`src/rtl/wildcard_grab_match_table_defines.svh`:
```
// ----------------------------------------------------------------------------
// wildcard_grab_match_table_defines
// Assertion macros for the grab match table.
// ----------------------------------------------------------------------------
`ifndef WILDCARD_GRAB_MATCH_TABLE_DEFINES_SVH
`define WILDCARD_GRAB_MATCH_TABLE_DEFINES_SVH
`ifndef SYNTHESIS
`define WGMT_ASSERT_IMPL(label, clk, rst_n, prop, msg) \
  label: assert property (@(posedge clk) disable iff (!rst_n) (prop)) else $error(msg);
`define WGMT_ASSERT_NEVER(label, clk, rst_n, prop, msg) \
  label: assert property (@(posedge clk) disable iff (!rst_n) !(prop)) else $error(msg);
`else
`define WGMT_ASSERT_IMPL(label, clk, rst_n, prop, msg)
`define WGMT_ASSERT_NEVER(label, clk, rst_n, prop, msg)
`endif
`endif

```
`src/rtl/wgmt_pkg.sv`:
```
// ----------------------------------------------------------------------------
// wgmt_pkg
// Types and codes shared by the grab match table modules.
// ----------------------------------------------------------------------------
package wgmt_pkg;

  localparam int DEFAULT_DEPTH = 16;

  localparam logic [2:0] KIND_INSERT    = 3'd0;
  localparam logic [2:0] KIND_REMOVE_WC = 3'd1;
  localparam logic [2:0] KIND_MATCH     = 3'd2;
  localparam logic [2:0] KIND_REMOVE_WIN = 3'd3;
  localparam logic [2:0] KIND_REMOVE_OWN = 3'd4;
  localparam logic [2:0] KIND_CLEAR     = 3'd5;

  localparam logic [1:0] STATUS_DONE    = 2'd0;
  localparam logic [1:0] STATUS_FULL    = 2'd1;
  localparam logic [1:0] STATUS_NOMATCH = 2'd2;

  localparam logic CFG_WC_BUTTON = 1'b0;
  localparam logic CFG_WC_MODS   = 1'b1;

  typedef struct packed {
    logic [2:0]  kind;
    logic [31:0] window;
    logic [7:0]  button;
    logic [15:0] modifiers;
    logic [15:0] owner;
    logic [31:0] payload;
  } wgmt_in_t;

  typedef struct packed {
    logic [1:0]  status;
    logic        hit;
    logic [7:0]  hit_button;
    logic [15:0] hit_modifiers;
    logic [15:0] hit_owner;
    logic [31:0] hit_payload;
  } wgmt_out_t;

endpackage

```
`src/rtl/wgmt_front.sv`:
```
// ----------------------------------------------------------------------------
// wgmt_front
// Accepts request words and holds them in a two-entry queue for the scanner.
// ----------------------------------------------------------------------------
module wgmt_front import wgmt_pkg::*; (
  input  logic     clk,
  input  logic     rst_n,
  input  logic     push,
  output logic     full,
  input  wgmt_in_t in_word,
  output logic     req_valid,
  input  logic     req_take,
  output wgmt_in_t req_word
);

  wgmt_in_t   q_r [2];
  logic       rd_r, wr_r;
  logic [1:0] cnt_r;
  logic       do_push, do_pop;

  assign full      = cnt_r[1];
  assign req_valid = (cnt_r != 2'd0);
  assign req_word  = q_r[rd_r];
  assign do_push   = push && !full;
  assign do_pop    = req_take && req_valid;

  // Queue storage: payload needs no reset.
  always_ff @(posedge clk) begin
    if (do_push) begin
      q_r[wr_r] <= in_word;
    end
  end

  // Pointers and fill count.
  always_ff @(posedge clk) begin
    if (!rst_n) begin
      rd_r  <= 1'b0;
      wr_r  <= 1'b0;
      cnt_r <= 2'd0;
    end else begin
      if (do_push) wr_r <= ~wr_r;
      if (do_pop)  rd_r <= ~rd_r;
      cnt_r <= cnt_r + {1'b0, do_push} - {1'b0, do_pop};
    end
  end

endmodule

```
`src/rtl/wgmt_back.sv`:
```
// ----------------------------------------------------------------------------
// wgmt_back
// Scans the table one entry per cycle, carries out the request and queues
// the result word.
// ----------------------------------------------------------------------------
`include "wildcard_grab_match_table_defines.svh"
module wgmt_back import wgmt_pkg::*; #(
  parameter int TABLE_DEPTH = DEFAULT_DEPTH
) (
  input  logic      clk,
  input  logic      rst_n,
  input  logic      req_valid,
  output logic      req_take,
  input  wgmt_in_t  req_word,
  input  logic [7:0]  wc_button,
  input  logic [15:0] wc_mods,
  output logic      empty,
  input  logic      pop,
  output wgmt_out_t out_word
);

  localparam int IW = (TABLE_DEPTH > 1) ? $clog2(TABLE_DEPTH) : 1;
  localparam logic [IW-1:0] LAST = IW'(TABLE_DEPTH - 1);

  localparam logic [1:0] ST_IDLE = 2'd0;
  localparam logic [1:0] ST_SCAN = 2'd1;
  localparam logic [1:0] ST_RD   = 2'd2;
  localparam logic [1:0] ST_DONE = 2'd3;

  logic [1:0]  st_r, st_nxt;
  logic [IW-1:0] idx_r, rd_addr;
  wgmt_in_t    cur_r;
  logic [TABLE_DEPTH-1:0] valid_r;
  logic [31:0] win_m  [TABLE_DEPTH];
  logic [7:0]  btn_m  [TABLE_DEPTH];
  logic [15:0] mods_m [TABLE_DEPTH];
  logic [15:0] own_m  [TABLE_DEPTH];
  logic [31:0] pay_m  [TABLE_DEPTH];

  // Fields of the entry under the scan pointer are read in the cycle before
  // into registers; the matched entry is read once after the scan.
  logic [31:0] e_win_r;
  logic [7:0]  e_btn_r;
  logic [15:0] e_mods_r, e_own_r;
  logic        e_val;
  logic        found_r, free_found_r;
  logic [IW-1:0] slot_r, free_r;
  logic [1:0]  best_r;
  logic [IW-1:0] best_idx_r;
  logic        res_full_r;
  wgmt_out_t   res_r, res_nxt;
  logic [31:0] rd_pay_r;
  logic [15:0] rd_own_r;
  logic [7:0]  rd_btn_r;
  logic [15:0] rd_mods_r;

  logic key_eq, bwild, mwild, m_ok, anyb, anym, scan_go;
  logic [1:0] score;

  assign e_val  = valid_r[idx_r];

  // Next address to fetch: entry 0 outside the scan and at its last entry, the following entry otherwise.
  assign rd_addr = (st_r == ST_SCAN && idx_r != LAST) ? idx_r + 1'b1 : '0;

  assign key_eq = e_win_r == cur_r.window && e_btn_r == cur_r.button &&
                  e_mods_r == cur_r.modifiers;
  assign bwild  = e_btn_r == wc_button;
  assign mwild  = e_mods_r == wc_mods;
  assign m_ok   = e_val && e_win_r == cur_r.window && (bwild || e_btn_r == cur_r.button) &&
                  (mwild || e_mods_r == cur_r.modifiers);
  assign score  = {!bwild, !mwild};
  assign anyb   = cur_r.button == wc_button;
  assign anym   = cur_r.modifiers == wc_mods;
  assign scan_go = (st_r == ST_IDLE) && req_valid && !res_full_r;

  assign req_take = (st_r == ST_IDLE) && !res_full_r;
  assign empty    = !res_full_r;
  assign out_word = res_r;

  // Sequencer: idle, scan, read back matched entry, write back.
  always_comb begin
    st_nxt = st_r;
    unique case (st_r)
      ST_IDLE: if (req_valid && !res_full_r) st_nxt = ST_SCAN;
      ST_SCAN: if (idx_r == LAST) st_nxt = ST_RD;
      ST_RD:   st_nxt = ST_DONE;
      ST_DONE: st_nxt = ST_IDLE;
      default: st_nxt = ST_IDLE;
    endcase
  end

  // Result word built from the scan outcome and the read-back fields.
  always_comb begin
    res_nxt = '0;
    if (cur_r.kind == KIND_INSERT) begin
      if (!(found_r || free_found_r)) res_nxt.status = STATUS_FULL;
    end else if (cur_r.kind == KIND_MATCH) begin
      if (found_r) begin
        res_nxt.hit           = 1'b1;
        res_nxt.hit_button    = rd_btn_r;
        res_nxt.hit_modifiers = rd_mods_r;
        res_nxt.hit_owner     = rd_own_r;
        res_nxt.hit_payload   = rd_pay_r;
      end else begin
        res_nxt.status = STATUS_NOMATCH;
      end
    end
  end

  always_ff @(posedge clk) begin
    if (!rst_n) begin
      st_r       <= ST_IDLE;
      valid_r    <= '0;
      res_full_r <= 1'b0;
      idx_r      <= '0;
    end else begin
      st_r <= st_nxt;
      if (pop && res_full_r) res_full_r <= 1'b0;
      if (scan_go) idx_r <= '0;
      // Scan step: removals take effect per entry as it is visited.
      if (st_r == ST_SCAN) begin
        if (idx_r != LAST) idx_r <= idx_r + 1'b1;
        case (cur_r.kind)
          KIND_REMOVE_WC:
            if (e_val && e_win_r == cur_r.window && (anyb || e_btn_r == cur_r.button) &&
                (anym || e_mods_r == cur_r.modifiers)) valid_r[idx_r] <= 1'b0;
          KIND_REMOVE_WIN:
            if (e_val && e_win_r == cur_r.window) valid_r[idx_r] <= 1'b0;
          KIND_REMOVE_OWN:
            if (e_val && e_own_r == cur_r.owner) valid_r[idx_r] <= 1'b0;
          KIND_CLEAR: valid_r[idx_r] <= 1'b0;
          default: ;
        endcase
      end
      if (st_r == ST_DONE) begin
        res_full_r <= 1'b1;
        if (cur_r.kind == KIND_INSERT && (found_r || free_found_r))
          valid_r[found_r ? slot_r : free_r] <= 1'b1;
      end
    end
  end

  // Entry fetch for the scan.
  always_ff @(posedge clk) begin
    e_win_r  <= win_m[rd_addr];
    e_btn_r  <= btn_m[rd_addr];
    e_mods_r <= mods_m[rd_addr];
    e_own_r  <= own_m[rd_addr];
  end

  // Scan bookkeeping and entry writes.
  always_ff @(posedge clk) begin
    if (st_r == ST_IDLE) begin
      cur_r        <= req_word;
      found_r      <= 1'b0;
      free_found_r <= 1'b0;
      best_r       <= 2'd0;
    end
    if (st_r == ST_SCAN) begin
      if (cur_r.kind == KIND_INSERT) begin
        if (e_val && key_eq && !found_r) begin
          found_r <= 1'b1;
          slot_r  <= idx_r;
        end else if (!e_val && !free_found_r) begin
          free_found_r <= 1'b1;
          free_r       <= idx_r;
        end
      end else if (m_ok && (!found_r || score > best_r)) begin
        found_r    <= 1'b1;
        best_r     <= score;
        best_idx_r <= idx_r;
      end
    end
    if (st_r == ST_RD) begin
      rd_pay_r  <= pay_m[best_idx_r];
      rd_own_r  <= own_m[best_idx_r];
      rd_btn_r  <= btn_m[best_idx_r];
      rd_mods_r <= mods_m[best_idx_r];
    end
    if (st_r == ST_DONE) begin
      res_r <= res_nxt;
      if (cur_r.kind == KIND_INSERT && (found_r || free_found_r)) begin
        win_m[found_r ? slot_r : free_r]  <= cur_r.window;
        btn_m[found_r ? slot_r : free_r]  <= cur_r.button;
        mods_m[found_r ? slot_r : free_r] <= cur_r.modifiers;
        own_m[found_r ? slot_r : free_r]  <= cur_r.owner;
        pay_m[found_r ? slot_r : free_r]  <= cur_r.payload;
      end
    end
  end

  `WGMT_ASSERT_IMPL(a_take_idle, clk, rst_n, req_take |-> st_r == ST_IDLE, "take outside idle")
  `WGMT_ASSERT_NEVER(a_done_full, clk, rst_n, st_r == ST_DONE && res_full_r, "result overrun")
  `WGMT_ASSERT_IMPL(a_scan_start, clk, rst_n, scan_go |=> idx_r == '0, "scan start")

endmodule

```
`src/rtl/wildcard_grab_match_table.sv`:
```
// ----------------------------------------------------------------------------
// wildcard_grab_match_table
// Passive grab table with wildcard matching and most-specific lookup.
// ----------------------------------------------------------------------------
// Channel  Ports                        Handshake
// in       in_word, push, full          push && !full
// out      out_word, pop, empty         pop && !empty
// cfg      cfg_index, cfg_data          cfg_valid && cfg_ready
// Every request takes one scan step per entry in the back end, plus load,
// read-back and write-back steps.
// Reset clears all valid bits at once; entry contents are left as they are.
// A waiting result word stalls the back end; the front queue holds two words.
module wildcard_grab_match_table import wgmt_pkg::*; #(
  parameter int TABLE_DEPTH = DEFAULT_DEPTH
) (
  input  logic        clk,
  input  logic        rst_n,
  input  logic        push,
  output logic        full,
  input  wgmt_in_t    in_word,
  output logic        empty,
  input  logic        pop,
  output wgmt_out_t   out_word,
  input  logic        cfg_valid,
  output logic        cfg_ready,
  input  logic        cfg_index,
  input  logic [15:0] cfg_data
);

  logic [7:0]  wc_button_r;
  logic [15:0] wc_mods_r;
  logic        req_valid, req_take;
  wgmt_in_t    req_word;

  assign cfg_ready = 1'b1;

  // Wildcard code registers.
  always_ff @(posedge clk) begin
    if (!rst_n) begin
      wc_button_r <= 8'd0;
      wc_mods_r   <= 16'd32768;
    end else if (cfg_valid) begin
      if (cfg_index == CFG_WC_BUTTON) wc_button_r <= cfg_data[7:0];
      else wc_mods_r <= cfg_data;
    end
  end

  wgmt_front u_front (
    .clk, .rst_n, .push, .full, .in_word,
    .req_valid, .req_take, .req_word
  );

  wgmt_back #(.TABLE_DEPTH(TABLE_DEPTH)) u_back (
    .clk, .rst_n, .req_valid, .req_take, .req_word,
    .wc_button(wc_button_r), .wc_mods(wc_mods_r),
    .empty, .pop, .out_word
  );

endmodule
```
`config.mk`:
```
export PLATFORM = sky130hd
export DESIGN_NAME = wildcard_grab_match_table
export DESIGN_NICKNAME = d
export VERILOG_FILES = /design/src/rtl/wgmt_pkg.sv /design/src/rtl/wgmt_front.sv /design/src/rtl/wgmt_back.sv /design/src/rtl/wildcard_grab_match_table.sv
export VERILOG_INCLUDE_DIRS = /design/src /design/src/rtl
export SDC_FILE = /design/constraint.sdc
export NUM_CORES = 2
export LEC_CHECK = 0
export BUFFER_PORTS_ARGS = -buffer_cell sky130_fd_sc_hd__buf_2
export CORE_MARGIN = 4
export CORE_UTILIZATION = 50
export DETAILED_ROUTE_END_ITERATION = 6
export PLACE_DENSITY = 0.72
export SETUP_SLACK_MARGIN = 0.02
export SYNTH_ARGS = -nofsm -noshare
export SYNTH_HDL_FRONTEND = slang
export SYNTH_SLANG_ARGS = --single-unit
```
`constraint.sdc`:
```
create_clock -name clk -period 15.2 [get_ports clk]
set_input_delay 2.28 -clock clk [delete_from_list [all_inputs] [get_ports clk]]
set_output_delay 2.28 -clock clk [all_outputs]
set_load 0.005 [all_outputs]
```
==> summary.md <==
| Metric | Value |
|---|---|
| PwrDens | `between 150 and 200 nW/um2` |
| Netlist cell types | `58` |
| Max cap viols | `0` |
| Max transition margin | `between 20% and 30%` |
| Clock tree buffer depth | `3` |
| EDFF count, synth | `approximately 2,100` |
| Final min period | `5.28 ns` |
| NetSw | `4.36 mW` |
| Data arrival, critical path | `5.99 ns` |
| Synthesized flop and latch total | `~2,300` |
| CP most frequent cell | `buf_4` |
| Crit path launch type | `flip-flop` |
| DRT iter0 DRCs | `6,637` |
| Drt pass-1 iters | `7` |
| Overall Global Routing Usage | `between 20% and 30%` |
| Largest net degree at the start of global routing | `about 190` |
| Wire per inst | `30.7 um` |
| Lkg Pwr | `about 32 nW` |
| Antenna Nets Post-Route | `0` |
| Avg Cell Area, Syn | `around 20 um2` |
| Total Wirelength | `223,000 um` |
| Syn Nets | `about 4,600` |
| CTS Sinks | `2,271` |
| Switching share of power | `26.7%` |
| Ports | `207` |
| Logic pwr share | `12.3%` |
| Final Wtd Congestion | `about 0.84` |
| Starting Density | `50.4%` |
| Top-area cell type share of the netlist area | `a little over 70%` |
| Crit-path slowest cell | `buf_4` |
| Via count | `46,726` |
| Ys flop type | `edfxtp_1` |
| H-tree levels | `4` |
| Buffers on Ports | `a little over 200` |
| Crit Path Max Fanout | `81` |
| Worst-margin pin slew | `1.19 ns` |
| Tightest Hold Check Type | `flip-flop to flip-flop` |
| TritonCTS buffer count | `219` |
| CP bufs+invs | `3` |
| Final Setup Violations | `0` |
| Count of final hold-check violations | `0` |
| Post-CTS setup buffers | `0` |
| VDD IR max | `about 0.00015 V` |
| DR vias/cell | `about 6.4` |
| Setup TNS | `0 ns` |
| Crit. End Element | `flip-flop` |
| Layout cells sized above 1 | `27.4%` |
| Total congestion overflow | `0` |
| Final HPWL from detailed placement | `115,000 um` |
| Number of global-route vias before repair | `approximately 47,000` |
| Crit path max-delay family | `buffers and inverters` |
| Worst Path Required | `15.91 ns` |
| Reg clk slew, reported paths | `around 0.060 ns` |
| Clk root buf | `clkbuf_16` |
| Post-synthesis sequential area ratio | `between 70 and 80%` |
| Global-route wire length before repair | `326,000 um` |
| Final Max Tran Viols | `0` |
| Synth area leaders | `edfxtp_1 71%, mux4_2 14%, dfxtp_1 2.8%` |
| Die H | `433 um` |
| YS warnings | `0` |
| Core Rows | `155` |
| P_int | `12.0 mW` |
| Max Freq | `between 0.15 and 0.2 GHz` |
| Clk_skew | `0.0470 ns` |
| Layout area overhead | `12.4%` |
| RSZ-0062 raised after global routing | `false` |
| # DRC | `1` |
| Post-synth top area cell | `edfxtp_1` |
| Fin crit share | `34.7%` |
| Failing checks | `DRC` |
| Antenna violations before repair | `10` |
| Outcome | `finished, violations left` |
| Area of the core | `between 150,000 and 200,000 um2` |
| Critical path class | `flip-flop to flip-flop` |
| TritonCTS clock tree | `yes` |
| DIE AREA | `roughly 190,000 um2` |
| Util after Layout | `56.7%` |
| Crit-path max cell delay | `around 0.81 ns` |
| Cts hold-fix bufs | `0` |
| Fill cell count | `roughly 13,000` |
| NumNets Final | `4,856` |
| Clk network pwr share | `33.8%` |
| CP Cell Sequence | `ha_1 > xor2_1 > nand2_4 > buf_4 > buf_4 > buf_4 > o21ai_0 > mux4_2` |
| Mapped Cells | `4,497` |
| Mapped cell area | `approximately 90,000 um2` |
| Sequential Power Share | `53.8%` |
| Horiz. Die Dim | `between 400 and 500 um` |
| Synth async-reset ratio | `0%` |
| Post-CTS Resized | `0` |
| Clk_lat worst skew | `0.85 ns` |
cell usage in the layout, fill, tap and decap left out, types with 16 or more instances in the layout:
cell | netlist | layout
a21boi_0 | 18 | 18
and2_1 | 79 | 77
buf_2 | 25 | 205
buf_4 | 6 | 71
bufinv_16 | 0 | 22
clkbuf_1 | 216 | 60
clkbuf_16 | 0 | 222
clkbuf_8 | 0 | 24
clkinv_1 | 0 | 24
clkinv_2 | 0 | 34
dfxtp_1 | 127 | 125
edfxtp_1 | 2144 | 2144
inv_1 | 17 | 16
mux2_2 | 108 | 108
mux4_2 | 580 | 580
nand2_1 | 65 | 63
nand4_1 | 17 | 17
nor2_1 | 48 | 32
nor2_4 | 0 | 17
nor4_1 | 20 | 20
o211ai_1 | 145 | 145
o21ai_0 | 260 | 260
o21ai_1 | 31 | 31
or3_1 | 288 | 288
xnor2_1 | 52 | 52
xor2_1 | 73 | 73
worst paths after layout:
| path | start | slack [ns] | depth (start not counted) | to |
|---|---|---|---|---|
| hold / removal | u_back.best_r[0] | 0.48 | 2 | u_back.best_r[0] |
| hold reg to reg | u_back.best_r[0] | 0.48 | 2 | u_back.best_r[0] |
| setup / recovery | u_back.idx_r[0] | 9.92 | 8 | u_back.e_win_r[7] |
| setup reg to reg | u_back.idx_r[0] | 9.92 | 8 | u_back.e_win_r[7] |
metal layers:
metal  vias up  part of all wire [%]  GRT usage [%]
li1      19060                     -              -
met1     24504                    39           34.0
met2      2768                    48           37.8
met3       392                   9.5           4.32
met4         2                   2.9           7.51
met5         -                0.0090              0
registers in the layout, summed over array words and instances (netlist names), 8 cells and up:
signal	count
u_back.pay_m	512
u_back.win_m	512
u_back.mods_m	256
u_back.own_m	256
u_front.q_r	214
u_back.btn_m	128
u_back.cur_r	107
u_back.out_word	75
u_back.e_win_r	32
u_back.rd_pay_r	32
u_back.e_mods_r	16
u_back.e_own_r	16
u_back.rd_mods_r	16
u_back.rd_own_r	16
u_back.valid_r	16
wc_mods_r	16
u_back.e_btn_r	8
u_back.rd_btn_r	8
wc_button_r	8
power groups by stage:
stage                     clock network, mW  registers (mW)  logic [mW]
after detailed placement                  0            8.93        2.03
after global routing                   5.88            8.90        2.17
final                                  5.53            8.81        2.02
after global placement                    0            8.87        2.00
after CTS                              5.60            8.80        2.04
after floorplan                           0            8.61        1.35
synthesized netlist by cell type, types with 3 or more instances:
master,count
dfxtp_1,127
inv_1,17
o311ai_0,3
nand3_1,11
a21oi_1,15
buf_2,25
and2_1,79
and3_1,4
a31oi_1,8
nand4_1,17
buf_4,6
nand2b_1,6
buf_6,4
a211o_1,13
nor4_1,20
o21ai_0,260
mux2i_1,11
o21ai_1,31
edfxtp_1,2144
clkbuf_1,216
mux4_2,580
nand2_1,65
buf_1,38
xnor2_1,52
xor2_1,73
o21a_1,5
nor2_1,48
mux2_2,108
nor2b_1,16
ha_1,12
or3_1,288
nor3_1,5
a21boi_0,18
o211ai_1,145
tightest hold or removal path, cell delays in order, from the launching register on:
cell	delay, ns
dfxtp_1	0.32
nand2_1	0.06
mux2i_1	0.05
through the flow:
stage,power (mW),std cells,hold WS (ns),area [um2],setup slack [ns]
2_1_floorplan,9.96,4497,0.444,90200,7.01
3_3_place_gp,10.9,6849,0.461,94000,10.18
3_5_place_dp,11.0,6849,0.477,94000,10.02
4_1_cts,16.4,7262,0.485,101000,10.02
5_1_grt,16.9,7265,0.497,101000,9.71
6_report,16.4,7267,0.483,101000,9.92
cell families after synthesis:
group	Yosys count	synth area share [%]
AOI/OAI and AO/OA	513	3.47
xor gates and xnor gates	125	1.21
adders and majority gates	12	0.166
buffers and inverters	306	1.37
DFF	2271	74.2
muxes	699	15.9
other	1	0.00416
and+or+nand+nor	570	3.65
area by class of cell:
type / count / area (um2) / area share, %
antenna: 5 / 12.5 / 0.0123
clock buffer: 306 / 6110 / 6.03
clock inverter: 107 / 1300 / 1.28
inverter: 17 / 71.3 / 0.0703
multi-input combinational: 1920 / 22300 / 22.0
sequential: 2271 / 66900 / 66.0
tap: 2355 / 2950 / 2.91
timing repair buffer: 286 / 1760 / 1.73
(Power assumes the default switching activity.)
